<file path="config.mk">
export PLATFORM = sky130hd
export DESIGN_NAME = grid_maze_dfs_path_finder_flat
export DESIGN_NICKNAME = d
export VERILOG_FILES = /design/src/hw/rtl/gmd_pkg.sv /design/src/hw/rtl/gmd_req_if.sv /design/src/hw/rtl/gmd_rsp_if.sv /design/src/hw/rtl/gmd_datapath.sv /design/src/hw/rtl/gmd_ctrl.sv /design/src/hw/rtl/grid_maze_dfs_path_finder.sv /design/src/flat_wrapper.sv
export SDC_FILE = /design/constraint.sdc
export NUM_CORES = 1
export LEC_CHECK = 0
export ABC_AREA = 1
export BUFFER_PORTS_ARGS = -buffer_cell sky130_fd_sc_hd__buf_4
export CAP_MARGIN = 20
export CORE_ASPECT_RATIO = 0.8
export CORE_UTILIZATION = 51
export DETAILED_ROUTE_END_ITERATION = 7
export PLACE_DENSITY = 0.7
export SKIP_LAST_GASP = 1
export SLEW_MARGIN = 0
export SYNTH_ARGS = -nofsm -noshare
export SYNTH_HDL_FRONTEND = slang
export SYNTH_SLANG_ARGS = --single-unit
</file>
<file path="constraint.sdc">
create_clock -name clock -period 10.4 [get_ports clock]
set_input_delay 1.56 -clock clock [delete_from_list [all_inputs] [get_ports clock]]
set_output_delay 1.56 -clock clock [all_outputs]
set_load 0.02 [all_outputs]
</file>
<file path="src/hw/rtl/gmd_pkg.sv">
package gmd_pkg;

   localparam int CoordWidth = 3;
   localparam int MapWidth   = 64;
   localparam int StackDepth = 64;
   localparam int AddrWidth  = 6;
   localparam int DepthWidth = 7;
   localparam int CellWidth  = 2 * CoordWidth;

   typedef logic [1:0] status_type;

   localparam status_type STATUS_PATH    = 2'd0;
   localparam status_type STATUS_NOPATH  = 2'd1;
   localparam status_type STATUS_INVALID = 2'd2;

   // controller to datapath
   typedef struct packed {
      logic       load;
      logic       step;
      logic       pop_load;
      logic       emit_init;
      logic       emit_read;
      logic       out_cell;
      logic       out_code;
      status_type code;
   } cmd_type;

   // datapath to controller
   typedef struct packed {
      logic req_ok;
      logic at_end;
      logic push;
      logic depth_one;
      logic out_last;
   } stat_type;

endpackage

</file>
<file path="src/hw/rtl/gmd_req_if.sv">
interface gmd_req_if import gmd_pkg::*; ();
   logic                  valid;
   logic                  ready;
   logic [CoordWidth-1:0] start_row;
   logic [CoordWidth-1:0] start_col;
   logic [CoordWidth-1:0] end_row;
   logic [CoordWidth-1:0] end_col;

   modport source (output valid, start_row, start_col, end_row, end_col, input ready);
   modport sink   (input valid, start_row, start_col, end_row, end_col, output ready);
endinterface

</file>
<file path="src/hw/rtl/gmd_rsp_if.sv">
interface gmd_rsp_if import gmd_pkg::*; ();
   logic                  valid;
   logic                  ready;
   status_type            status;
   logic [CoordWidth-1:0] cell_row;
   logic [CoordWidth-1:0] cell_col;
   logic                  last;

   modport source (output valid, status, cell_row, cell_col, last, input ready);
   modport sink   (input valid, status, cell_row, cell_col, last, output ready);
endinterface

</file>
<file path="src/hw/rtl/gmd_datapath.sv">
module gmd_datapath import gmd_pkg::*; #(
   parameter int GRID_SIZE = 8
) (
   input  logic                  clock,
   input  logic                  reset,
   input  logic                  csr_we,
   input  logic [MapWidth-1:0]   csr_wdata,
   input  logic [CoordWidth-1:0] start_row,
   input  logic [CoordWidth-1:0] start_col,
   input  logic [CoordWidth-1:0] end_row,
   input  logic [CoordWidth-1:0] end_col,
   input  cmd_type               cmd,
   output stat_type              stat,
   output status_type            out_status,
   output logic [CoordWidth-1:0] out_row,
   output logic [CoordWidth-1:0] out_col,
   output logic                  out_last
);

   function automatic logic [AddrWidth-1:0] cell_idx(input logic [CoordWidth-1:0] r,
                                                     input logic [CoordWidth-1:0] c);
      cell_idx = AddrWidth'(int'(r) * GRID_SIZE + int'(c));
   endfunction

   logic [MapWidth-1:0]   open_map_ff;
   logic [MapWidth-1:0]   visited_ff;
   logic [CoordWidth-1:0] top_row_ff, top_col_ff;
   logic [CoordWidth-1:0] end_row_ff, end_col_ff;
   logic [DepthWidth-1:0] depth_ff;
   logic [AddrWidth-1:0]  emit_idx_ff;
   logic [CellWidth-1:0]  rd_data_ff;
   logic [CellWidth-1:0]  stack_mem [StackDepth];

   status_type            out_status_ff;
   logic [CoordWidth-1:0] out_row_ff, out_col_ff;
   logic                  out_last_ff;

   logic [MapWidth-1:0]   visited_clr;
   logic [CoordWidth-1:0] next_row, next_col;
   logic                  moved;
   logic                  in_range;
   logic                  emit_last;
   logic                  wr_en;
   logic [AddrWidth-1:0]  wr_addr;
   logic [CellWidth-1:0]  wr_data;
   logic [AddrWidth-1:0]  rd_addr;
   logic [CoordWidth:0]   row_up1, col_up1;
   logic [DepthWidth-1:0] depth_dn2;

   // request check
   always_comb begin
      in_range = ({1'b0, start_row} < (CoordWidth+1)'(GRID_SIZE)) &&
                 ({1'b0, start_col} < (CoordWidth+1)'(GRID_SIZE)) &&
                 ({1'b0, end_row}   < (CoordWidth+1)'(GRID_SIZE)) &&
                 ({1'b0, end_col}   < (CoordWidth+1)'(GRID_SIZE));
   end

   // neighbor pick in the order up, down, right, left
   always_comb begin
      visited_clr = visited_ff & ~(MapWidth'(1) << cell_idx(top_row_ff, top_col_ff));
      row_up1     = {1'b0, top_row_ff} + 1'b1;
      col_up1     = {1'b0, top_col_ff} + 1'b1;
      next_row    = top_row_ff;
      next_col    = top_col_ff;
      moved       = 1'b0;
      if (top_row_ff != '0 &&
          visited_clr[cell_idx(top_row_ff - 1'b1, top_col_ff)]) begin
         next_row = top_row_ff - 1'b1;
         moved    = 1'b1;
      end else if (row_up1 < (CoordWidth+1)'(GRID_SIZE) &&
                   visited_clr[cell_idx(row_up1[CoordWidth-1:0], top_col_ff)]) begin
         next_row = row_up1[CoordWidth-1:0];
         moved    = 1'b1;
      end else if (col_up1 < (CoordWidth+1)'(GRID_SIZE) &&
                   visited_clr[cell_idx(top_row_ff, col_up1[CoordWidth-1:0])]) begin
         next_col = col_up1[CoordWidth-1:0];
         moved    = 1'b1;
      end else if (top_col_ff != '0 &&
                   visited_clr[cell_idx(top_row_ff, top_col_ff - 1'b1)]) begin
         next_col = top_col_ff - 1'b1;
         moved    = 1'b1;
      end
   end

   always_comb begin
      stat.req_ok    = in_range &&
                       open_map_ff[cell_idx(start_row, start_col)] &&
                       open_map_ff[cell_idx(end_row, end_col)] &&
                       !((start_row == end_row) && (start_col == end_col));
      stat.at_end    = (top_row_ff == end_row_ff) && (top_col_ff == end_col_ff);
      stat.push      = moved && (depth_ff != DepthWidth'(StackDepth));
      stat.depth_one = (depth_ff == DepthWidth'(1));
      stat.out_last  = out_last_ff;
      emit_last      = (({1'b0, emit_idx_ff} + DepthWidth'(1)) == depth_ff);
      depth_dn2      = depth_ff - DepthWidth'(2);
      rd_addr        = cmd.emit_read ? emit_idx_ff : depth_dn2[AddrWidth-1:0];
      wr_en          = cmd.load || (cmd.step && stat.push);
      wr_addr        = cmd.load ? '0 : depth_ff[AddrWidth-1:0];
      wr_data        = cmd.load ? {start_row, start_col} : {next_row, next_col};
   end

   // stack memory, one write and one registered read
   always_ff @(posedge clock) begin
      if (wr_en) begin
         stack_mem[wr_addr] <= wr_data;
      end
      rd_data_ff <= stack_mem[rd_addr];
   end

   always_ff @(posedge clock) begin
      if (reset) begin
         open_map_ff <= '0;
         visited_ff  <= '0;
         depth_ff    <= '0;
         emit_idx_ff <= '0;
      end else begin
         if (csr_we) begin
            open_map_ff <= csr_wdata;
         end
         if (cmd.load) begin
            visited_ff <= open_map_ff;
            depth_ff   <= DepthWidth'(1);
         end else if (cmd.step) begin
            visited_ff <= visited_clr;
            depth_ff   <= stat.push ? depth_ff + 1'b1 : depth_ff - 1'b1;
         end
         if (cmd.emit_init) begin
            emit_idx_ff <= '0;
         end else if (cmd.out_cell) begin
            emit_idx_ff <= emit_idx_ff + 1'b1;
         end
      end
   end

   always_ff @(posedge clock) begin
      if (cmd.load) begin
         top_row_ff <= start_row;
         top_col_ff <= start_col;
         end_row_ff <= end_row;
         end_col_ff <= end_col;
      end else if (cmd.step && stat.push) begin
         top_row_ff <= next_row;
         top_col_ff <= next_col;
      end else if (cmd.pop_load) begin
         top_row_ff <= rd_data_ff[CellWidth-1:CoordWidth];
         top_col_ff <= rd_data_ff[CoordWidth-1:0];
      end
   end

   always_ff @(posedge clock) begin
      if (reset) begin
         out_last_ff <= 1'b0;
      end else if (cmd.out_cell) begin
         out_last_ff <= emit_last;
      end else if (cmd.out_code) begin
         out_last_ff <= 1'b1;
      end
      if (cmd.out_cell) begin
         out_status_ff <= STATUS_PATH;
         out_row_ff    <= rd_data_ff[CellWidth-1:CoordWidth];
         out_col_ff    <= rd_data_ff[CoordWidth-1:0];
      end else if (cmd.out_code) begin
         out_status_ff <= cmd.code;
         out_row_ff    <= '0;
         out_col_ff    <= '0;
      end
   end

   assign out_status = out_status_ff;
   assign out_row    = out_row_ff;
   assign out_col    = out_col_ff;
   assign out_last   = out_last_ff;

   // the cell on top of the stack is always an open cell
   assert property (@(posedge clock) disable iff (reset)
      cmd.step |-> open_map_ff[cell_idx(top_row_ff, top_col_ff)])
      else $error("top of stack is a closed cell");

   // visited map only ever loses open cells
   assert property (@(posedge clock) disable iff (reset)
      cmd.step |-> ((visited_ff & ~open_map_ff) == '0))
      else $error("visited map holds a closed cell");

   // a push grows the stack by one
   assert property (@(posedge clock) disable iff (reset)
      (cmd.step && stat.push) |=> (depth_ff == $past(depth_ff) + 1'b1))
      else $error("stack depth did not grow on push");

endmodule

</file>
<file path="src/hw/rtl/gmd_ctrl.sv">
module gmd_ctrl import gmd_pkg::*; (
   input  logic     clock,
   input  logic     reset,
   input  logic     req_valid,
   output logic     req_ready,
   output logic     rsp_valid,
   input  logic     rsp_ready,
   input  stat_type stat,
   output cmd_type  cmd
);

   typedef enum logic [2:0] {
      S_IDLE,
      S_SEARCH,
      S_POP,
      S_EMIT_RD,
      S_EMIT_LD,
      S_HOLD
   } state_type;

   state_type state_ff;
   logic      rsp_valid_ff;

   always_comb begin
      cmd       = '0;
      cmd.code  = STATUS_INVALID;
      req_ready = (state_ff == S_IDLE);
      unique case (state_ff)
         S_IDLE: begin
            if (req_valid) begin
               cmd.load     = stat.req_ok;
               cmd.out_code = !stat.req_ok;
            end
         end
         S_SEARCH: begin
            if (stat.at_end) begin
               cmd.emit_init = 1'b1;
            end else begin
               cmd.step = 1'b1;
               if (!stat.push && stat.depth_one) begin
                  cmd.out_code = 1'b1;
                  cmd.code     = STATUS_NOPATH;
               end
            end
         end
         S_POP:     cmd.pop_load  = 1'b1;
         S_EMIT_RD: cmd.emit_read = 1'b1;
         S_EMIT_LD: cmd.out_cell  = 1'b1;
         S_HOLD:    ;
         default:   ;
      endcase
   end

   always_ff @(posedge clock) begin
      if (reset) begin
         state_ff     <= S_IDLE;
         rsp_valid_ff <= 1'b0;
      end else begin
         unique case (state_ff)
            S_IDLE: begin
               if (req_valid) begin
                  if (stat.req_ok) begin
                     state_ff <= S_SEARCH;
                  end else begin
                     state_ff     <= S_HOLD;
                     rsp_valid_ff <= 1'b1;
                  end
               end
            end
            S_SEARCH: begin
               if (stat.at_end) begin
                  state_ff <= S_EMIT_RD;
               end else if (!stat.push) begin
                  if (stat.depth_one) begin
                     state_ff     <= S_HOLD;
                     rsp_valid_ff <= 1'b1;
                  end else begin
                     state_ff <= S_POP;
                  end
               end
            end
            S_POP:     state_ff <= S_SEARCH;
            S_EMIT_RD: state_ff <= S_EMIT_LD;
            S_EMIT_LD: begin
               state_ff     <= S_HOLD;
               rsp_valid_ff <= 1'b1;
            end
            S_HOLD: begin
               if (rsp_ready) begin
                  rsp_valid_ff <= 1'b0;
                  state_ff     <= stat.out_last ? S_IDLE : S_EMIT_RD;
               end
            end
            default: state_ff <= S_IDLE;
         endcase
      end
   end

   assign rsp_valid = rsp_valid_ff;

endmodule

</file>
<file path="src/hw/rtl/grid_maze_dfs_path_finder.sv">
// invalid request: answered in the cycle after it is accepted
// search: a push stays in S_SEARCH, a pop also passes S_POP (registered stack read)
// path output: per path cell S_EMIT_RD, S_EMIT_LD, then S_HOLD until rsp_ready
// throughput: one request at a time, next request taken after the last result is taken
// reset: synchronous active-high reset clears the map, control and counters
// the path stack memory has no reset, every entry read is written first
module grid_maze_dfs_path_finder import gmd_pkg::*; #(
   parameter int GRID_SIZE = 8
) (
   input  logic                clock,
   input  logic                reset,
   input  logic                csr_we,
   input  logic [MapWidth-1:0] csr_wdata,
   gmd_req_if.sink             req_if,
   gmd_rsp_if.source           rsp_if
);

   cmd_type  cmd;
   stat_type stat;

   // sequencer: accept, search loop, path read-out
   gmd_ctrl u_ctrl (
      .clock     (clock),
      .reset     (reset),
      .req_valid (req_if.valid),
      .req_ready (req_if.ready),
      .rsp_valid (rsp_if.valid),
      .rsp_ready (rsp_if.ready),
      .stat      (stat),
      .cmd       (cmd)
   );

   // open map, visited map, top cell, path stack and result register
   gmd_datapath #(
      .GRID_SIZE (GRID_SIZE)
   ) u_datapath (
      .clock      (clock),
      .reset      (reset),
      .csr_we     (csr_we),
      .csr_wdata  (csr_wdata),
      .start_row  (req_if.start_row),
      .start_col  (req_if.start_col),
      .end_row    (req_if.end_row),
      .end_col    (req_if.end_col),
      .cmd        (cmd),
      .stat       (stat),
      .out_status (rsp_if.status),
      .out_row    (rsp_if.cell_row),
      .out_col    (rsp_if.cell_col),
      .out_last   (rsp_if.last)
   );

endmodule
</file>
<file path="src/flat_wrapper.sv">
// flat-port wrapper written by rule: the top's interface ports become plain ports
module grid_maze_dfs_path_finder_flat import gmd_pkg::*;
#(
   parameter int GRID_SIZE = 8
)
  (clock, reset, csr_we, csr_wdata, req_if_valid, req_if_start_row, req_if_start_col, req_if_end_row, req_if_end_col, req_if_ready, rsp_if_valid, rsp_if_status, rsp_if_cell_row, rsp_if_cell_col, rsp_if_last, rsp_if_ready);
  gmd_req_if req_if_i ();
  gmd_rsp_if rsp_if_i ();
  input  logic clock;
  input  logic reset;
  input  logic csr_we;
  input  logic [MapWidth-1:0] csr_wdata;
  input wire logic [$bits(req_if_i.valid)-1:0] req_if_valid;
  input wire logic [$bits(req_if_i.start_row)-1:0] req_if_start_row;
  input wire logic [$bits(req_if_i.start_col)-1:0] req_if_start_col;
  input wire logic [$bits(req_if_i.end_row)-1:0] req_if_end_row;
  input wire logic [$bits(req_if_i.end_col)-1:0] req_if_end_col;
  output wire logic [$bits(req_if_i.ready)-1:0] req_if_ready;
  output wire logic [$bits(rsp_if_i.valid)-1:0] rsp_if_valid;
  output wire logic [$bits(rsp_if_i.status)-1:0] rsp_if_status;
  output wire logic [$bits(rsp_if_i.cell_row)-1:0] rsp_if_cell_row;
  output wire logic [$bits(rsp_if_i.cell_col)-1:0] rsp_if_cell_col;
  output wire logic [$bits(rsp_if_i.last)-1:0] rsp_if_last;
  input wire logic [$bits(rsp_if_i.ready)-1:0] rsp_if_ready;
  assign req_if_i.valid = req_if_valid;
  assign req_if_i.start_row = req_if_start_row;
  assign req_if_i.start_col = req_if_start_col;
  assign req_if_i.end_row = req_if_end_row;
  assign req_if_i.end_col = req_if_end_col;
  assign req_if_ready = req_if_i.ready;
  assign rsp_if_valid = rsp_if_i.valid;
  assign rsp_if_status = rsp_if_i.status;
  assign rsp_if_cell_row = rsp_if_i.cell_row;
  assign rsp_if_cell_col = rsp_if_i.cell_col;
  assign rsp_if_last = rsp_if_i.last;
  assign rsp_if_i.ready = rsp_if_ready;
  grid_maze_dfs_path_finder #(.GRID_SIZE(GRID_SIZE)) u_core (.clock(clock), .reset(reset), .csr_we(csr_we), .csr_wdata(csr_wdata), .req_if(req_if_i), .rsp_if(rsp_if_i));
endmodule
</file>
### Yosys cells after proc, flatten, opt, wreduce, memory -nomap -nowiden

Memories as Yosys holds them, arrays and structs flattened. A register that Yosys moved wholly into a read port is not among the register bits.
Cells that the tools add are included.

| cells by class | value |
|---|---|
| mux-type cells | 72 |
| equal/unequal tests | 19 |
| $add $sub $neg | 16 |
| magnitude comparators | 8 |
| reductions and logical operators | 26 |
| shift-type cells | 1 |
| bitwise operators | 2 |

Operators with widths:

| cell | count |
|---|---|
| $mux W64 | 2 |
| $mux W3 | 23 |
| $and A64 B64 Y64 | 1 |
| $not A64 Y64 | 1 |
| $shl A1 B6 Y64 const A | 1 |
| $add A6 B3 Y6 | 7 |
| $lt A6 B7 Y1 const B | 6 |
| $bmux W1 S6 | 6 |
| $mux W1 | 32 |
| $mux W6 | 3 |
| $pmux W3 S6 | 1 |
| $eq A3 B3 Y1 | 4 |
| $ne A2 B2 Y1 const B | 6 |
| $logic_and A1 B1 Y1 | 11 |
| $reduce_bool A3 Y1 | 3 |
| $add A3 B1 Y4 const B | 2 |
| $lt A4 B4 Y1 const B | 2 |
| $add A6 B1 Y7 const B | 1 |
| $add A7 B1 Y7 const B | 1 |
| $eq A7 B1 Y1 const B | 1 |
| $eq A7 B7 Y1 | 1 |
| $mux W7 | 1 |
| $ne A7 B7 Y1 const B | 1 |
| $reduce_and A7 Y1 | 1 |
| 18 further kinds | 26 |

| word-level totals | value |
|---|---|
| memories | 1 |
| bits of input ports | 81 |
| memory bits (writable) | 384 |
| output and inout bits | 11 |
| logic and storage cells | 160 |
| register bits after elaboration | 166 |

Memory list:

| name | words | bits a word | read ports | clocked after memory_dff | write ports | line | text |
|---|---|---|---|---|---|---|---|
| u_core.u_datapath.stack_mem | 64 | 6 | 1 | 1 | 1 | gmd_datapath.sv:32 | `logic [CellWidth-1:0] stack_mem [StackDepth];` |

### Longest topological paths before layout

Gate-level depths: netlist of run 1.

| depth | value |
|---|---|
| word-level depth | 19 |
| gate-level depth with buffers | 28 |
| mapped depth without buffers | 24 |

### Cells and area by module

A second synthesis of run 1 with hierarchy kept.

| unflattened totals | value |
|---|---|
| cell total of the unflattened synthesis | 2943 |
| area total of the unflattened synthesis | 26839.5 sq um |

Modules (own cells, without submodules):

| module | sequential area each (sq um) | area an instance (sq um) | instances | cells each |
|---|---|---|---|---|
| gmd_datapath | 15074.5 | 26435.4 | 1 | 2873 |
| gmd_ctrl | 80.1 | 404.1 | 1 | 70 |

### Least setup slack after synthesis of run 1

OpenSTA, ideal clock, no wires.

| timing | value |
|---|---|
| kind | input -> register |
| start | in req_if_end_col[0] |
| end | mem u_core.u_datapath.stack_mem[0][0] in the netlist's numbering (data pin) |
| path slack | 4.229 ns |
| required time | 9.698 ns |
| path buffers | 3 |
| arrival | 5.469 ns |
| library setup time | 0.702 ns |
| stages on the path | 14 |
| cell sequence | buf_2 -> buf_4 -> a211oi_1 -> o21ai_0 -> nand3_1 -> nand3_1 -> nand3_1 -> nand2_1 -> nand2_1 -> nor2_2 -> nand3_2 -> inv_2 -> buf_2 -> o21ai_0 |

RTL lines:

| item | line | text |
|---|---|---|
| start: declaration | flat_wrapper.sv:17 | `input wire logic [$bits(req_if_i.end_col)-1:0] req_if_end_col;` |
| end: declaration | gmd_datapath.sv:32 |  |

### Worst setup path in the final report of run 1

| timing | value |
|---|---|
| start | reg u_core.u_datapath.top_col_ff[1] |
| end | mem u_core.u_datapath.stack_mem[58][2] in the netlist's numbering, enable pin |

| on the way | value |
|---|---|
| word-level cells in the longest chain between the ends | 16 |
| elaborated cells on any way between the ends | 37 |
| those cells by class | add/sub: 7; order compare: 1; eq/ne: 1; shift: 1; mux: 16; bitwise: 2; reduce/logical: 9 |

RTL lines:

| item | line | text |
|---|---|---|
| start: declaration | gmd_datapath.sv:27 | `logic [CoordWidth-1:0] top_row_ff, top_col_ff;` |
| start signal: assignment | gmd_datapath.sv:138 | `top_col_ff <= start_col;` |
| start signal: assignment | gmd_datapath.sv:143 | `top_col_ff <= next_col;` |
| start signal: assignment | gmd_datapath.sv:146 | `top_col_ff <= rd_data_ff[CoordWidth-1:0];` |
| branches (longest 12 deep; another with $add A6 B3 Y6) | -- |  |
| $logic_and A1 B1 Y1 * | gmd_datapath.sv:97 | `wr_en = cmd.load \|\| (cmd.step && stat.push);` |
| $logic_or A1 B1 Y1 * | gmd_datapath.sv:97 |  |
| $mux W1 * | gmd_datapath.sv:104 | `if (wr_en) begin` |
| $mux W1 (implied by the code) * | gmd_datapath.sv:105 | `stack_mem[wr_addr] <= wr_data;` |

Every way passes the cells marked *. The select of a mux whose other input is x is not followed.

==> results of run 1 <==
[per-layer routing]
layer	up-vias	GRT usage, %	wire length (um)	share of wire [%]
li1	10219	-	-	-
met3	144	8.07	11700	14
met1	10737	48.1	36200	44
met2	1496	41.4	32800	40
met5	-	0	0	0
met4	0	7.78	1800	2.2
[sequential cells by signal (all words and copies together), names as in the netlist, 6 cells and up]
name	cells
u_core.u_datapath.rd_data_ff	6
u_core.u_datapath.visited_ff	64
u_core.u_datapath.open_map_ff	64
u_core.u_datapath.stack_mem	384
u_core.u_datapath.depth_ff	7
u_core.u_datapath.emit_idx_ff	6
[power by group]
part           switching, mW  internal [mW]  total, mW  leakage [nW]
registers              0.119           3.65       3.77          4.88
logic                   3.92           1.16       5.08          4.45
clock network          0.851           1.13       1.98         0.844
[Yosys cell counts (7+ instances only)]
cell / count / share of area [%]
o21ai_1: 19 / 0.36
inv_2: 20 / 0.28
nor2_1: 480 / 6.8
a21oi_1: 87 / 1.6
o21bai_1: 11 / 0.31
o211ai_1: 26 / 0.74
nor3_1: 10 / 0.19
buf_1: 8 / 0.11
xor2_1: 21 / 0.70
nand4_1: 26 / 0.62
edfxtp_1: 402 / 46
nand2_1: 251 / 3.6
inv_1: 93 / 1.3
clkinv_1: 8 / 0.11
xnor2_1: 8 / 0.27
o22ai_1: 75 / 1.8
ha_1: 18 / 0.85
clkbuf_1: 143 / 2.0
a211oi_1: 31 / 0.88
buf_2: 48 / 0.91
dfxtp_1: 154 / 12
o221ai_1: 59 / 2.0
nand3_1: 393 / 7.4
o21ai_0: 425 / 8.1
nand3_2: 7 / 0.27
[cells by family (layout without fill, tap and decap cells)]
logic type | Yosys count | in the layout
flops | 556 | 556
simple gates | 1193 | 1193
fa+ha+maj | 18 | 18
buf+inv | 329 | 337
xor+xnor | 30 | 30
compound gates | 743 | 743
[cell type report]
cell class	instances	area, um2
fillers	4415	22000
clock inverters	24	317
clock buffers	74	1460
inverters	121	457
well taps	684	856
multi-input cells	1984	9980
repair buffers	118	918
flip-flops and latches	556	15200
[final timing paths]
path	start	end	slack [ps]	cells after the start
min	u_core.u_datapath.out_status[1]	u_core.u_datapath.out_status[1]	470	2
min reg2reg	u_core.u_datapath.out_status[1]	u_core.u_datapath.out_status[1]	470	2
max reg2reg	u_core.u_datapath.top_col_ff[1]	u_core.u_datapath.stack_mem[58][2]	4530	18
max	u_core.u_datapath.top_col_ff[1]	u_core.u_datapath.stack_mem[58][2]	4530	18
[worst max-delay path: stages, from the launching register on]
cell and delay, ps:
edfxtp_1 320, buf_4 310, clkinv_1 780, ha_1 550
xnor2_2 610, inv_2 270, nand2_1 160, nand3_1 90
nand3_1 100, nand2_1 90, nand2_1 60, nand3_1 120
nand2_2 160, inv_2 60, nand2_4 100, nand3_4 180
nand2_2 300, nand3_1 550, nor2_1 660
[stage by stage]
| stage | setup WS (ps) | cell area (um2) |
|---|---|---|
| after global routing | 4430 | 29100 |
| after floorplan | 4230 | 26400 |
| after detailed placement | 4370 | 27300 |
| after global placement | 4500 | 27300 |
| after CTS | 4570 | 29100 |
| final | 4530 | 29100 |
==> results.cfg, run 1 <==
[detailed_routing]
drt_iter0_drc = 3933
drc = 1
drt-pass1-iter-count = 8
wl_per_cell_um = 23.1
ant_nets = 0
avgViaCountPerCell = 6.35
vias = 22596
wl_um = 82400

[logic_synthesis]
ys_ff_latch = 556
synth_area_um2 = 26400
async_flop_share_pct = 0
synthAdderAreaFrac_pct = 0.853
netlist_instances = 2869
yosysWarnings = 0
yosys.area_share.xor_xnor_pct = 1.02
syn_nets = 2968
syn_area_per_cell_um2 = 9.20
synth-simple-area-share_pct = 19.6
synth_top_family_by_area = simple AND/OR/NAND/NOR gates
synth_flop_cell = edfxtp_1
synth_cell_types = 50
ys_seq_area_share_pct = 57.4
synth_compound_area_share_pct = 16.0
synth_edf_count = 402
synth.area.mux_share_pct = 0

[critical_path]
crit_required_ps = 10670
critPathLaunchType = register
cp_max_fo = 20
critPathCaptureType = register
critPathArrivalTime_ps = 6140
path_class = reg -> reg

[sta]
rsz0062_at_grt = no
hold_viol = 0
fin_setup_tns_ps = 0
skew_ps = 27.6
fmax_mhz = 170
whs_ps = 465
setup_viol = 0
min_period_ps = 5870
slew_headroom_pct = 29.8
worst_slew_pin_slew_ps = 1050
timing.final.crit_share_pct = 56.5
drv_slew = 0

[outcome]
failed_checks = DRC
status = complete, but fails checks

[final_layout]
nets = 2934
layout-drive-gt1-share_pct = 8.79
instances_no_fill = 3561
layout_common_cells = 480 x nor2_1, 424 x o21ai_0, 402 x edfxtp_1
utilization_pct = 57.0
final_common_cell = nor2_1
antenna_cells = 0
area_growth_pct = 10.4

[power]
finalPower_mw = 10.8
p_leak_nw = 10.2
irDropWorstVdd_uv = 662
p_per_area_nw_per_um2 = 372

[floorplanning]
fp.dieH_um = 206
die_area_um2 = 52700
core_area_um2 = 51100
die_x_um = 256
rows = 74
initial_core_util_pct = 51.7
ios = 92

[grt]
grt_pass1_wl_um = 124000
grt_use_total_pct = 30.7
grt_max_degree = 194
grt_pass1_vias = 20454
grt_overflow = 0
antenna_found_initial = 0

[placement]
dp.cells = 3462
hpwl_um = 53100
gp_congestion = 0.973
io_buffers = 91

[clocking]
numCtsBuffers = 54
clk_pin_slew_ps = 60
worstSkewPairLatency_ps = 640
clock-sinks = 556
cts_resized = 0
hold_buffers = 0
cts_root_buf = clkbuf_16
h-tree-depth = 2
cts_tree = done
cts_setup_buffers = 0
clockBufferDepth = 3

[run]
maxCapViolCount = 0

[worst_hold_path]
hold_path.class = reg -> reg
Power figures use the tool's default switching activity.
==> inputs of run 2 (changes only) <==
ABC_AREA = 0   (was 1)
PLACE_DENSITY = 0.72   (was 0.7)
clock period = 5.1 ns   (was 10.4 ns; I/O delays follow)
==> results.cfg, run 2 <==
[outcome]
status = complete, no violations

[logic_synthesis]
synth_edf_count = 402
synth_cell_types = 89
syn_nets = 2150
synth.area.top_cells = edfxtp_1 46%, mux4_2 12%, dfxtp_1 12%
synth_area_um2 = 26500
netlist_top_cells_count = 402 x edfxtp_1, 198 x nand2_1, 154 x dfxtp_1
synth.most_common_cell = edfxtp_1
syn_area_per_cell_um2 = 12.9
ys_seq_area_share_pct = 57.1
yosysTopAreaCell = edfxtp_1
synth_flop_cell = edfxtp_1
synth.top_cell.area_share_pct = 45.5
ys_ff_latch = 556
async_flop_share_pct = 0
netlist_instances = 2051
yosysWarnings = 0

[detailed_routing]
wl_um = 78600
drt-pass1-iter-count = 8
wl_per_cell_um = 27.2
vias = 19319
ant_nets = 0
drt_iter0_drc = 2727
avgViaCountPerCell = 6.70
drc = 0

[placement]
io_buffers = 91
dp_slack_ps = 51.2
hpwl_um = 54600
gp_congestion = 1.05

[worst_hold_path]
hold_path.class = in -> reg

[power]
p_per_area_nw_per_um2 = 746
seqPwrFrac_pct = 33.7
p_int_mw = 13.2
irDropWorstVdd_uv = 1350
combPwrFrac_pct = 47.4
switchingPower_mw = 9.48
p_sw_share_pct = 41.8
clockPowerShare_pct = 18.9
p_leak_nw = 10.3

[sta]
drv_slew = 0
setup_viol = 0
hold_viol = 0
worst_slew_pin_slew_ps = 1100
setup_slack_ps = 154
timing.final.crit_share_pct = 97.0
skew_ps = 23.7
rsz0062_at_grt = no
fin_setup_tns_ps = 0
slew_headroom_pct = 26.1
fmax_mhz = 202
min_period_ps = 4950

[clocking]
cts_setup_buffers = 0
cts_root_buf = clkbuf_16
h-tree-depth = 2
cts_tree = done
clock-sinks = 556
numCtsBuffers = 54
worstSkewPairLatency_ps = 620
cts_resized = 0
clk_pin_slew_ps = 60
clockBufferDepth = 3
hold_buffers = 0

[critical_path]
cp_max_fo = 64
critPathLaunchType = register
crit_required_ps = 5410
critPathCaptureType = register
critPathArrivalTime_ps = 5260
path_class = reg -> reg

[floorplanning]
die_area_um2 = 52900
initial_core_util_pct = 51.8
ios = 92
rows = 74
die_x_um = 257
core_area_um2 = 51200
fp.dieH_um = 206

[grt]
grt_pass1_wl_um = 117000
grt_use_total_pct = 29.7
antenna_found_initial = 7
grt_max_degree = 78
grt_overflow = 0
grt_pass1_vias = 18478

[final_layout]
layout-drive-gt1-share_pct = 21.9
nets = 2250
area_growth_pct = 14.5
final_common_cell = edfxtp_1
reg.largest.list = u_core.u_datapath.stack_mem: 384 flops, u_core.u_datapath.open_map_ff: 64 flops, u_core.u_datapath.visited_ff: 64 flops
layout_common_cells = 402 x edfxtp_1, 196 x nand2_1, 192 x buf_4
regMostFlops = u_core.u_datapath.stack_mem
largest_reg_flops = 384

[run]
maxCapViolCount = 0
==> run 2: worst paths after layout <==
kind                                        start                                 to  slack [ps]  depth (start not counted)
hold reg to reg   u_core.u_datapath.out_status[0]    u_core.u_datapath.out_status[0]         470                          2
hold / removal                  req_if_end_row[2]    u_core.u_datapath.end_row_ff[2]         370                          1
setup reg to reg  u_core.u_datapath.top_row_ff[1]  u_core.u_datapath.stack_mem[0][0]         150                         13
setup / recovery  u_core.u_datapath.top_row_ff[1]  u_core.u_datapath.stack_mem[0][0]         150                         13
==> run 2: critical path, stage by stage (launching register included) <==
cell	delay, ps
edfxtp_1	640
buf_4	290
buf_4	180
or3b_2	590
o211a_1	250
o41ai_1	300
a221oi_1	100
o41ai_1	760
a211o_1	260
a21boi_0	500
nor2_1	100
xnor2_1	270
a21oi_4	100
buf_12	220
==> run 2: power by group through the flow <==
| stage | clock, mW | sequential, mW | combinational [mW] |
|---|---|---|---|
| after floorplan | 0 | 7.67 | 6.13 |
| after global placement | 0 | 7.71 | 10.3 |
| after detailed placement | 0 | 7.72 | 10.5 |
| after CTS | 4.32 | 7.63 | 10.5 |
| after global routing | 4.49 | 7.67 | 11.4 |
| final | 4.28 | 7.65 | 10.7 |
==> run 2: logic make-up (layout without fill, tap and decap cells) <==
logic type | after synthesis | in the layout | synth area share [%]
AOI/OAI and AO/OA | 449 | 449 | 11.9
adders and majority gates | 18 | 18 | 0.849
muxes | 253 | 253 | 16.4
DFF | 556 | 556 | 57.1
buffers and inverters | 199 | 344 | 3.13
xor gates and xnor gates | 33 | 33 | 1.09
and+or+nand+nor | 543 | 543 | 9.58
other | 0 | 4 | 0
==> run 2: layout make-up <==
type                       count  area [um2]
antenna                        4        10.0
multi-input combinational   1296       10600
timing repair buffer         215        1710
inverter                      28         105
fill                        3874       20800
clock inverter                37         483
clock buffer                  64        1420
tap                          684         856
sequential                   556       15200
==> run 2: layer usage <==
layer | track usage (%) | part of all wire [%]
met4 | 7.08 | 2.1
met2 | 40.6 | 41
met5 | 0 | 0.057
met3 | 10.6 | 14
met1 | 44.6 | 42
==> run 2: stage by stage <==
stage | cells | total power, mW | cell area (um2) | hold WS, ps | util, %
2_1_floorplan | 2051 | 13.8 | 26500 | 451 | -
3_5_place_dp | 2766 | 18.2 | 28400 | 469 | 55.5
4_1_cts | 2867 | 22.5 | 30300 | 345 | 59.2
6_report | 2884 | 22.7 | 30400 | 371 | 59.3
5_1_grt | 2884 | 23.5 | 30400 | 360 | 59.3
3_3_place_gp | 2765 | 18.0 | 28400 | 448 | 55.4
